`src/sv/ppu_pkg.sv`:
```
`timescale 1ns / 1ps
// Shared types and codes for the particle pool update block.
// Used by the controller, the datapath and the top level; depends on nothing.
package ppu_pkg;

  localparam int QW = 20;
  localparam int VW = 60;
  localparam int AGEW = 10;
  localparam int SCW = 16;
  localparam int COLW = 32;
  localparam int LANES = 5;
  localparam int PRODW = 26;
  localparam int IN_DW = 288;
  localparam int OUT_DW = 112;

  localparam logic [1:0] IN_ADD = 2'd0;
  localparam logic [1:0] IN_TICK = 2'd1;
  localparam logic [1:0] IN_CLEAR = 2'd2;
  localparam logic [1:0] IN_UNUSED = 2'd3;

  localparam logic [2:0] RES_VERTEX = 3'd0;
  localparam logic [2:0] RES_ADDED = 3'd1;
  localparam logic [2:0] RES_DROPPED = 3'd2;
  localparam logic [2:0] RES_CLEARED = 3'd3;
  localparam logic [2:0] RES_EMPTY = 3'd4;

  typedef struct packed {
    logic [COLW-1:0] death_color;
    logic [COLW-1:0] birth_color;
    logic [SCW-1:0]  death_scale;
    logic [SCW-1:0]  birth_scale;
    logic [AGEW-1:0] life;
    logic [AGEW-1:0] age;
    logic [VW-1:0]   acc;
    logic [VW-1:0]   vel;
    logic [VW-1:0]   pos;
  } particle_t;

  typedef struct packed {
    logic       latch_in;
    logic       add_wr;
    logic       clr;
    logic       rd_a;
    logic       vel;
    logic       wr_a;
    logic       a_done;
    logic       rd_b;
    logic       mul;
    logic       div_go;
    logic       emit_kind;
    logic       emit_vtx;
    logic [2:0] res_kind;
  } cmd_t;

  typedef struct packed {
    logic full;
    logic cnt_zero;
    logic a_end;
    logic i_zero;
    logic div_busy;
    logic out_free;
  } sts_t;

endpackage

```
`src/sv/ppu_ctrl.sv`:
```
`timescale 1ns / 1ps
// Sequencer for add, clear and the two passes of a tick.
// Uses ppu_pkg for the command and status structs.
module ppu_ctrl (
  input  logic              clk,
  input  logic              rst_n,
  input  logic              in_valid,
  input  logic [1:0]        in_kind,
  input  ppu_pkg::sts_t     sts,
  output logic              in_ready,
  output ppu_pkg::cmd_t     cmd
);
  typedef enum logic [3:0] {
    S_IDLE, S_ADD, S_CLR, S_A_RD, S_A_VEL, S_A_WR, S_B_CHK,
    S_B_RD, S_B_MUL, S_B_DIV, S_B_WAIT, S_B_EMIT
  } state_t;

  state_t state_r, state_nxt;

  always_comb begin
    cmd = '0;
    state_nxt = state_r;
    case (state_r)
      S_IDLE: begin
        if (in_valid) begin
          cmd.latch_in = 1'b1;
          case (in_kind)
            ppu_pkg::IN_ADD:   state_nxt = S_ADD;
            ppu_pkg::IN_TICK:  state_nxt = S_A_RD;
            ppu_pkg::IN_CLEAR: state_nxt = S_CLR;
            default:           state_nxt = S_IDLE;
          endcase
        end
      end
      S_ADD: begin
        if (sts.out_free) begin
          cmd.emit_kind = 1'b1;
          if (sts.full) begin
            cmd.res_kind = ppu_pkg::RES_DROPPED;
          end else begin
            cmd.add_wr = 1'b1;
            cmd.res_kind = ppu_pkg::RES_ADDED;
          end
          state_nxt = S_IDLE;
        end
      end
      S_CLR: begin
        if (sts.out_free) begin
          cmd.clr = 1'b1;
          cmd.emit_kind = 1'b1;
          cmd.res_kind = ppu_pkg::RES_CLEARED;
          state_nxt = S_IDLE;
        end
      end
      S_A_RD: begin
        if (sts.a_end) begin
          cmd.a_done = 1'b1;
          state_nxt = S_B_CHK;
        end else begin
          cmd.rd_a = 1'b1;
          state_nxt = S_A_VEL;
        end
      end
      S_A_VEL: begin
        cmd.vel = 1'b1;
        state_nxt = S_A_WR;
      end
      S_A_WR: begin
        cmd.wr_a = 1'b1;
        state_nxt = S_A_RD;
      end
      S_B_CHK: begin
        if (!sts.cnt_zero) begin
          state_nxt = S_B_RD;
        end else if (sts.out_free) begin
          cmd.emit_kind = 1'b1;
          cmd.res_kind = ppu_pkg::RES_EMPTY;
          state_nxt = S_IDLE;
        end
      end
      S_B_RD: begin
        cmd.rd_b = 1'b1;
        state_nxt = S_B_MUL;
      end
      S_B_MUL: begin
        cmd.mul = 1'b1;
        state_nxt = S_B_DIV;
      end
      S_B_DIV: begin
        cmd.div_go = 1'b1;
        state_nxt = S_B_WAIT;
      end
      S_B_WAIT: begin
        if (!sts.div_busy) begin
          state_nxt = S_B_EMIT;
        end
      end
      S_B_EMIT: begin
        if (sts.out_free) begin
          cmd.emit_vtx = 1'b1;
          state_nxt = sts.i_zero ? S_IDLE : S_B_RD;
        end
      end
      default: state_nxt = S_IDLE;
    endcase
  end

  always_ff @(posedge clk) begin
    if (!rst_n) begin
      state_r <= S_IDLE;
    end else begin
      state_r <= state_nxt;
    end
  end

  assign in_ready = (state_r == S_IDLE);
endmodule

```
`config.mk`:
```
export PLATFORM = sky130hd
export DESIGN_NAME = ppu_ctrl
export DESIGN_NICKNAME = d
export VERILOG_FILES = /design/src/sv/ppu_pkg.sv /design/src/sv/ppu_ctrl.sv
export SDC_FILE = /design/constraint.sdc
export NUM_CORES = 1
export LEC_CHECK = 0
export ABC_CLOCK_PERIOD_IN_PS = 2100
export BUFFER_PORTS_ARGS = -buffer_cell sky130_fd_sc_hd__buf_2
export CAP_MARGIN = 5
export CORE_AREA = 2 2 39 41
export CTS_CLUSTER_SIZE = 25
export DETAILED_ROUTE_END_ITERATION = 7
export DIE_AREA = 0 0 41 43
export GPL_TIMING_DRIVEN = 1
export PLACE_DENSITY = 0.83
export SKIP_CTS_REPAIR_TIMING = 1
export SLEW_MARGIN = 20
export SYNTH_ARGS = -nofsm -noshare
export SYNTH_HDL_FRONTEND = slang
export SYNTH_SLANG_ARGS = --single-unit
```
`constraint.sdc`:
```
create_clock -name clk -period 2.1 [get_ports clk]
set_input_delay 0.42 -clock clk [delete_from_list [all_inputs] [get_ports clk]]
set_output_delay 0.42 -clock clk [all_outputs]
set_load 0.005 [all_outputs]
```
# ---- Word-level counts from Yosys, hierarchy flattened
# Index checks and enable logic that the tools add are counted.
dict set report totals {
  reg_bits 4
  in_bits 11
  output_inout_bits 16
  wordCells 55
}
dict set report op_classes {
  n_eq_ne 16
  muxes 34
  n_reduce_logical 4
}
# op n
set ops {}
lappend ops {{$pmux 4 s11} 1}
lappend ops {{$mux 4} 5}
lappend ops {{$mux 1} 18}
lappend ops {{$eq 4x3->1 const B} 4}
lappend ops {{$eq 4x4->1 const B} 4}
lappend ops {{$mux 3} 4}
lappend ops {{$pmux 3 s3} 1}
lappend ops {{$eq 4x2->1 const B} 2}
lappend ops {{$mux 2} 3}
lappend ops {{$ne 2x2->1 const B} 3}
lappend ops {{$pmux 2 s3} 1}
lappend ops {{$eq 4x1->1 const B} 1}
lappend ops {{$logic_not 4->1} 1}
lappend ops {{$reduce_and 3->1} 1}
lappend ops {{$eq 2x1->1 const B} 1}
lappend ops {{$eq 2x2->1 const B} 1}
lappend ops {{$logic_not 2->1} 1}
lappend ops {{$pmux 1 s2} 1}
lappend ops {{$reduce_or 2->1} 1}

# ---- Logic depth before layout (Yosys ltp)
# Gate-level depths: netlist of the first run.
dict set report logic_depth {
  word_depth 4
  depth_mapped 6
}

# ---- Least setup slack after synthesis of the first run
# OpenSTA, ideal clock, no wires.
dict set report synth_timing {
  path_kind {flip-flop to output port}
  start {reg state_r[0]}
  end {out cmd[0] (netlist bit)}
  t_arrival_ps 1040
  required_ps 1680
  setup_slack_ps 640
  path_stages_with_launch 5
  n_path_buf 1
  path_cell_list {dfxtp_1 buf_6 nor2_1 and3_1 or2_1}
}
# element line
set synth_rtl {}
lappend synth_rtl {{start, declared} ppu_ctrl.sv:18} ;# state_t state_r, state_nxt;
lappend synth_rtl {{start signal, assigned} ppu_ctrl.sv:112} ;# state_r <= state_nxt;
lappend synth_rtl {{end, declared} ppu_ctrl.sv:11} ;# output ppu_pkg::cmd_t cmd

==> results.toml, run 1 <==
[outcome]
status = "finished, final reports clean"

[place]
place_congestion = 0.9116
io_buffers = 26
place_area_sq_um = 773.2
dp_hpwl_mm = 1.306

[pwr]
cellInternalPower_mw = 0.2037
combinationalPowerShare = 0.385
swShare = 0.3311
sequentialPowerShare = 0.306
peakVddDrop_v = 0.0001803
finalPower_mw = 0.3045
power.density_nw_per_um2 = 382.0
pwr-share-clk = 0.309
power_switching_mw = 0.1008
leakage_nw = 0.4162

[floorplan]
die_area_sq_um = 1763
ios = 27
die_h_um = 43
rows = 14
core_area_sq_um = 1384
die_x_um = 41
start_util = 0.4584

[global_route]
grt_usage = 0.2086
antenna_found_initial = 0
grt_remaining_overflow = 0
first_global_vias = 624
grt_pass1_wl_mm = 2.622
grt_max_degree = 13

[clocking]
cts_root_buffer = "clkbuf_4"
cts_max_level = 1
numCtsBuffers = 3
cts_tree = "yes"
cts_buffer_depth = 2
clk_pin_slew_ns = 0.04
clock_sinks = 4
insertion_delay_ns = 0.23

[synth]
netlist_top_cells_area = "dfxtp_1, nor2b_1, ha_1, nor2_1, a21oi_1"
synth_warnings = 0
synth_cell_types = 34
yosysTopAreaCellShare = 0.1262
yosys.area.top_type = "dfxtp_1"
syn_nets = 101
syn_avg_cell_area_sq_um = 7.291
async_flop_share = 0
seq_area_frac_synth = 0.1262
ys.flop_type = "dfxtp_1"
syn_area_sq_um = 634.4
synth_edf_count = 0
ys_ff_latch = 4
synth_cells = 87

[setup_path]
crit_slowest_cell = "dfxtp_1"
ff2ff_path_depth = 5
r2r-end = "state_r[0]$_SDFFE_PN0P_"
rrSetupSlack_ns = 0.63
critPathMaxStageDelay_ns = 0.64
cp.required_ns = 1.68
critPathMaxFanout = 12
crit_chain = "nor2_1 -> and3_1 -> or2_1 -> buf_2"
critPathBufInv = 1
cp-end-kind = "output pin"
r2r_start = "state_r[1]$_SDFFE_PN0P_"
critPathKind = "flop to output pin"
worstPathArrival_ns = 1.55
critPathLaunchType = "flop"
critPathTopFamily = "flip-flops"

[detailed_routing]
detail-route-antenna-nets = 0
drt_iter0_markers = 18
wl_per_cell_um = 12.70
firstDrtPassIters = 4
viasPerCell = 5.631
dr_total_vias = 732
drt-total-wl_mm = 1.651
drc = 0

[timing]
finClkSkew_ns = 0.003218
relSlewSlack = 0.6506
max_slew.worst_pin.slew_ns = 0.5234
period_share = 0.9392
slew_viol_final = 0
fmax_mhz = 507.0
period_needed_ns = 1.972
setup_violations = 0
finalSetupTns_ns = 0
grt_setup_unrepaired = "no"
holdWs_ns = 0.4754
final-hold-violation-count = 0

[cells_and_area]
reg_top3 = "state_r: 4 flops"
drive_gt1_frac = 0.3684
final_common_cell = "buf_2"
nets = 130
design_area_sq_um = 797.0
diodes = 0
regMostFlops = "state_r"
area_delta_synth_final_pct = 25.64
largest_reg_flops = 4
layout_common_cells = "buf_2, nor2_1, nor2b_1, nand2_1"

[hold_path]
hold_depth = 3
min_to = "state_r[3]$_SDFFE_PN0P_"
min_path_type = "input port to flop"
min_from = "rst_n"

[job]
maxCapViolations = 0
## cells in the mapped netlist, types with 2 or more instances
master / instances
a21oi_1: 6
nand2b_1: 4
and3_1: 2
nor2b_1: 8
nor2_1: 10
nor3_1: 5
buf_4: 2
buf_2: 3
a21o_1: 2
and2_1: 2
dfxtp_1: 4
ha_1: 3
nand2_1: 7
nor4b_2: 2
o21ai_0: 3
inv_1: 6
## routing by layer
metal,global-route usage,routed length [um],vias up
met5,0,0,-
met4,0.1133,62,0
met3,0.03141,123,8
met2,0.3188,772,40
met1,0.2660,693,322
li1,-,-,362
## worst max-delay path by stage
stage / to / from / cells after the start / slack, ns
6_report: cmd[0] / state_r[2]$_SDFFE_PN0P_ / 4 / 0.13
4_1_cts: cmd[0] / state_r[0]$_SDFFE_PN0P_ / 5 / 0.03
5_1_grt: cmd[0] / state_r[1]$_SDFFE_PN0P_ / 4 / 0.03
2_1_floorplan: cmd[0] / state_r[0]$_SDFFE_PN0P_ / 4 / 0.64
3_3_place_gp: cmd[0] / state_r[0]$_SDFFE_PN0P_ / 5 / 0.38
3_5_place_dp: cmd[0] / state_r[0]$_SDFFE_PN0P_ / 5 / 0.29
## through the flow
step           instances  setup WS, ns  utilization
2_1_floorplan         87        0.6402            -
3_3_place_gp         127        0.3813       0.5588
3_5_place_dp         127        0.2867       0.5588
4_1_cts              130       0.03479       0.5750
5_1_grt              130       0.02812       0.5759
6_report             130        0.1277       0.5759
## tightest hold or removal path: stages
cell and delay, ns:
buf_2 0.10, inv_1 0.08, nor2_1 0.05
## power by group through the flow
stage / sequential (mW) / clock (mW) / combinational [mW]
finish: 0.0933 / 0.0939 / 0.117
global route: 0.0945 / 0.0996 / 0.132
CTS: 0.0930 / 0.0957 / 0.117
detailed placement: 0.0941 / 0 / 0.116
global placement: 0.0935 / 0 / 0.114
floorplan: 0.0861 / 0 / 0.0855
## cells by family (layout without fill, tap and decap cells)
logic type	Yosys count	in the layout	share of synthesized area
flip-flops	4	4	0.1262
AO/OA/AOI/OAI	21	21	0.2742
AND/OR/NAND/NOR	47	47	0.4399
buffers and inverters	12	39	0.1006
adder cells (fa/ha/maj)	3	3	0.05918
## final cells by class
cell class | instances | area, sq um
fill | 127 | 586.8
multi-input combinational | 71 | 490.5
timing repair buffer | 30 | 160.2
sequential | 4 | 81.33
clock buffer | 3 | 22.52
inverter | 6 | 22.52
tap | 16 | 20.02
(Power assumes the default switching activity.)
==> run 2: changes to the inputs <==
Settings changed: ABC_AREA set to 1, PLACE_DENSITY 0.83 to 0.74.
==> results.toml, run 2 <==
[outcome]
status = "finished, final reports clean"

[setup_path]
cp.required_ns = 1.68
critPathKind = "flop to output pin"
critPathMaxFanout = 7
crit_slowest_cell = "dfxtp_1"
critPathMaxStageDelay_ns = 0.37
critPathLaunchType = "flop"
worstPathArrival_ns = 1.37
crit_chain = "nor2_2 -> nand3_1 -> o22ai_1 -> buf_2"
cp-end-kind = "output pin"

[synth]
yosysTopAreaCellShare = 0.1786
async_flop_share = 0
synth_cells = 100
synth_cell_types = 19
syn_avg_cell_area_sq_um = 5.255
synthTopCellsByCount = "nand2_1, inv_1, nor2_1, nand3_1"
netlist_top_cells_area = "nand2_1, dfxtp_1, inv_1, nor2_1, nand3_1"
ys.flop_type = "dfxtp_1"
synth_edf_count = 0
syn_area_sq_um = 525.5
seq_area_frac_synth = 0.1524
yosysMostFrequentCell = "nand2_1"
ys_ff_latch = 4
yosys.area.top_type = "nand2_1"
syn_nets = 114
synth_warnings = 0

[clocking]
cts_tree = "yes"
cts_buffer_depth = 2
clock_sinks = 4
cts_max_level = 1
clk_pin_slew_ns = 0.04
insertion_delay_ns = 0.23
numCtsBuffers = 3
cts_root_buffer = "clkbuf_4"

[floorplan]
core_area_sq_um = 1384
rows = 14
die_h_um = 43
die_area_sq_um = 1763
ios = 27
die_x_um = 41
start_util = 0.3797

[cells_and_area]
regArea_sq_um = 80.08
regMostFlops = "state_r"
design_area_sq_um = 698.2
reg_top3 = "state_r: 4 flops"
layout_common_cells = "buf_2, nand2_1, inv_1, nor2_1, nand3_1"
fin_cells = 145
fill_cells = 155
area_delta_synth_final_pct = 32.86
nets = 145
largest_reg_flops = 4
diodes = 0
final_common_cell = "buf_2"
drive_gt1_frac = 0.2946
multi_input_area_sq_um = 355.3

[global_route]
grt_usage = 0.1566
antenna_found_initial = 0
first_global_vias = 514
grt_pass1_wl_mm = 1.932
grt_remaining_overflow = 0
grt_max_degree = 10

[timing]
grt_setup_unrepaired = "no"
max_slew.worst_pin.slew_ns = 0.3685
setup_violations = 0
relSlewSlack = 0.7541
period_needed_ns = 1.790
finalSetupTns_ns = 0
final-hold-violation-count = 0
slew_viol_final = 0
fmax_mhz = 558.7
finClkSkew_ns = 0.0009612
period_share = 0.8523

[place]
place_area_sq_um = 675.6
dp_hpwl_mm = 1.045
place_congestion = 0.7870
place_inst = 142
io_buffers = 26

[detailed_routing]
detail-route-antenna-nets = 0
viasPerCell = 4.510
dr_total_vias = 654
wl_per_cell_um = 8.690
drt_iter0_markers = 11
drc = 0
drt-total-wl_mm = 1.260
firstDrtPassIters = 4

[pwr]
finalPower_mw = 0.2674
power.density_nw_per_um2 = 382.9
peakVddDrop_v = 0.0002052
leakage_nw = 0.4618

[job]
maxCapViolations = 0

[hold_path]
min_path_type = "input port to flop"
[run 2: cell types whose count changed after synthesis, moves of 3 or more]
| cell | delta |
|---|---|
| nor2b_1 | -8 |
| a21oi_1 | -3 |
| nor2_1 | +8 |
| o21ai_0 | -3 |
| nand2b_1 | -4 |
| nor3_1 | -4 |
| nand2_1 | +18 |
| buf_2 | -3 |
| inv_2 | +4 |
| inv_1 | +14 |
| nand3_1 | +9 |
[run 2: through the flow]
| stage | setup slack [ns] | hold slack [ns] | util |
|---|---|---|---|
| detailed placement | 0.5650 | 0.6904 | 0.4882 |
| CTS | 0.3065 | 0.4467 | 0.5045 |
| floorplan | 0.7296 | 0.5821 | - |
| global placement | 0.5959 | 0.6952 | 0.4882 |
| finish | 0.3103 | 0.4493 | 0.5045 |
| global route | 0.2012 | 0.4804 | 0.5045 |
[run 2: area by class of cell]
class	instances	share of cell area
multi-input combinational	72	0.5090
inverter	24	0.1290
clock buffer	3	0.03226
sequential	4	0.1147
timing repair buffer	26	0.1864
tap	16	0.02867
[run 2: cell families after synthesis]
group | share of synthesized area
compound gates | 0.1024
flops | 0.1524
fa+ha+maj | 0.07144
simple gates | 0.5024
buf+inv | 0.1714
[run 2: worst max-delay path: cells and delay by family, from the launching register on]
family	cells	cell delay [ns]
buffers and inverters	1	0.13
DFF	1	0.37
AOI/OAI and AO/OA	1	0.16
and+or+nand+nor	2	0.47
[run 2: worst paths after layout]
path                                              start                 endpoint  slack, ns  cells after the start
worst max-delay path            state_r[2]$_SDFFE_PN0P_                   cmd[0]       0.31                      4
worst min-delay path                              rst_n  state_r[3]$_SDFFE_PN0P_       0.45                      3
worst max register to register  state_r[3]$_SDFFE_PN0P_  state_r[0]$_SDFFE_PN0P_       0.79                      7
worst min register to register  state_r[3]$_SDFFE_PN0P_  state_r[0]$_SDFFE_PN0P_       0.73                      4
[run 2: per-layer routing]
| layer | vias up | global-route usage | wire length (um) |
|---|---|---|---|
| li1 | 365 | - | - |
| met1 | 267 | 0.1897 | 593 |
| met2 | 22 | 0.2563 | 588 |
| met3 | 0 | 0.03141 | 77 |
| met4 | 0 | 0.06000 | 0 |
| met5 | - | 0 | 0 |
[run 2: power breakdown]
part / internal [mW] / switching (mW)
combinational: 0.0364 / 0.0508
clock: 0.0640 / 0.0318
sequential: 0.0800 / 0.00437
total: 0.180 / 0.0870
==> run 3: changes to the inputs <==
Settings changed: SETUP_SLACK_MARGIN set to 0.5.
==> results.toml, run 3 (synthesis results as in run 2) <==
[outcome]
status = "finished, final reports clean"

[setup_path]
r2r_start = "state_r[1]$_SDFFE_PN0P_"
crit_start = "state_r[3]$_SDFFE_PN0P_"
critPathMaxFanout = 5
cp-end-kind = "output pin"
critPathKind = "flop to output pin"
worstPathArrival_ns = 1.20
critPathLaunchType = "flop"
crit_slowest_cell = "dfxtp_4"
critPathBufInv = 2
cp.required_ns = 1.68
crit_chain = "inv_4 -> nand2_2 -> nor2_4 -> nand2_1 -> a31oi_1 -> buf_2"
critPathMaxStageDelay_ns = 0.36
critPathTopFamily = "flip-flops"

[pwr]
pwr-share-clk = 0.349
cellInternalPower_mw = 0.1823
swShare = 0.3404
leakage_nw = 0.4883
finalPower_mw = 0.2763
sequentialPowerShare = 0.308
power.density_nw_per_um2 = 352.8
combinationalPowerShare = 0.343
peakVddDrop_v = 0.0002070
power_switching_mw = 0.09405

[clocking]
cts_root_buffer = "clkbuf_4"
cts_max_level = 1
numCtsBuffers = 3
cts_buffer_depth = 2
clock_sinks = 4
clk_pin_slew_ns = 0.04
cts_tree = "yes"
insertion_delay_ns = 0.23

[detailed_routing]
viasPerCell = 4.725
firstDrtPassIters = 4
detail-route-antenna-nets = 0
dr_total_vias = 704
drt_iter0_markers = 19
drt-total-wl_mm = 1.494
drc = 0
wl_per_cell_um = 10.03

[place]
place_area_sq_um = 675.6
io_buffers = 26
dp_hpwl_mm = 1.045
place_congestion = 0.7870
post-place-ws_ns = 0.5650

[timing]
max_slew.worst_pin.slew_ns = 0.2999
grt_setup_unrepaired = "yes"
setup_violations = 0
finClkSkew_ns = 0.001019
relSlewSlack = 0.7993
final-hold-violation-count = 0
slew_viol_final = 0
finalSetupTns_ns = 0
period_share = 0.7692
period_needed_ns = 1.615
fin_ws_ns = 0.4846
fmax_mhz = 619.0

[cells_and_area]
diodes = 0
postLayoutCoreUtil = 0.5660
nets = 149
final_common_cell = "buf_2"
layout_common_cells = "buf_2, nand2_1, inv_1, nor2_1, nand3_1"
multi_input_area_sq_um = 397.9
design_area_sq_um = 783.3
drive_gt1_frac = 0.4060
regMostFlops = "state_r"
reg_top3 = "state_r: 4 flops"
regArea_sq_um = 90.09
largest_reg_flops = 4
fill_cells = 137
area_delta_synth_final_pct = 49.05

[floorplan]
die_x_um = 41
die_h_um = 43
ios = 27
start_util = 0.3797
die_area_sq_um = 1763
core_area_sq_um = 1384
rows = 14

[job]
maxCapViolations = 0

[global_route]
grt_pass1_wl_mm = 1.932
first_global_vias = 514
antenna_found_initial = 0
grt_remaining_overflow = 0
grt_usage = 0.1566
grt_max_degree = 10

[hold_path]
min_from = "rst_n"
min_path_type = "input port to flop"
-- run 3: worst reg2reg max path, stage by stage (launching register included) --
cell and delay [ns]:
dfxtp_2 0.36, nand2_1 0.16, inv_2 0.08, nand3_1 0.13
nand2_1 0.11, nor3_2 0.17, nand2_1 0.10, a21oi_1 0.14
-- run 3: power groups by stage --
| stage | sequential (mW) | combinational (mW) | clock, mW |
|---|---|---|---|
| 4_1_cts | 0.0842 | 0.0882 | 0.0995 |
| 3_3_place_gp | 0.0854 | 0.0883 | 0 |
| 6_report | 0.0851 | 0.0949 | 0.0964 |
| 2_1_floorplan | 0.0847 | 0.0563 | 0 |
| 5_1_grt | 0.0859 | 0.110 | 0.102 |
| 3_5_place_dp | 0.0854 | 0.0879 | 0 |
-- run 3: final timing paths --
| kind | to | slack [ns] | cells past startpoint |
|---|---|---|---|
| min reg2reg | state_r[2]$_SDFFE_PN0P_ | 0.70 | 5 |
| max reg2reg | state_r[0]$_SDFFE_PN0P_ | 0.79 | 7 |
| min | state_r[3]$_SDFFE_PN0P_ | 0.45 | 3 |
| max | cmd[4] | 0.48 | 6 |
-- run 3: final cells by class --
type / count / area share
flip-flops and latches: 4 / 0.1150
repair buffers: 30 / 0.2045
multi-input cells: 72 / 0.5080
clock buffers: 3 / 0.02875
well taps: 16 / 0.02556
inverters: 24 / 0.1182
-- run 3: metal layers --
metal	vias up	track usage	wire length, um
met4	0	0.06000	10
met5	-	0	0
met1	296	0.1897	597
met3	2	0.03141	109
met2	30	0.2563	777
li1	376	-	-
-- run 3: stage by stage --
step	hold slack, ns	cells
2_1_floorplan	0.5821	100
3_3_place_gp	0.6952	142
3_5_place_dp	0.6904	142
4_1_cts	0.4467	145
5_1_grt	0.4786	149
6_report	0.4481	149
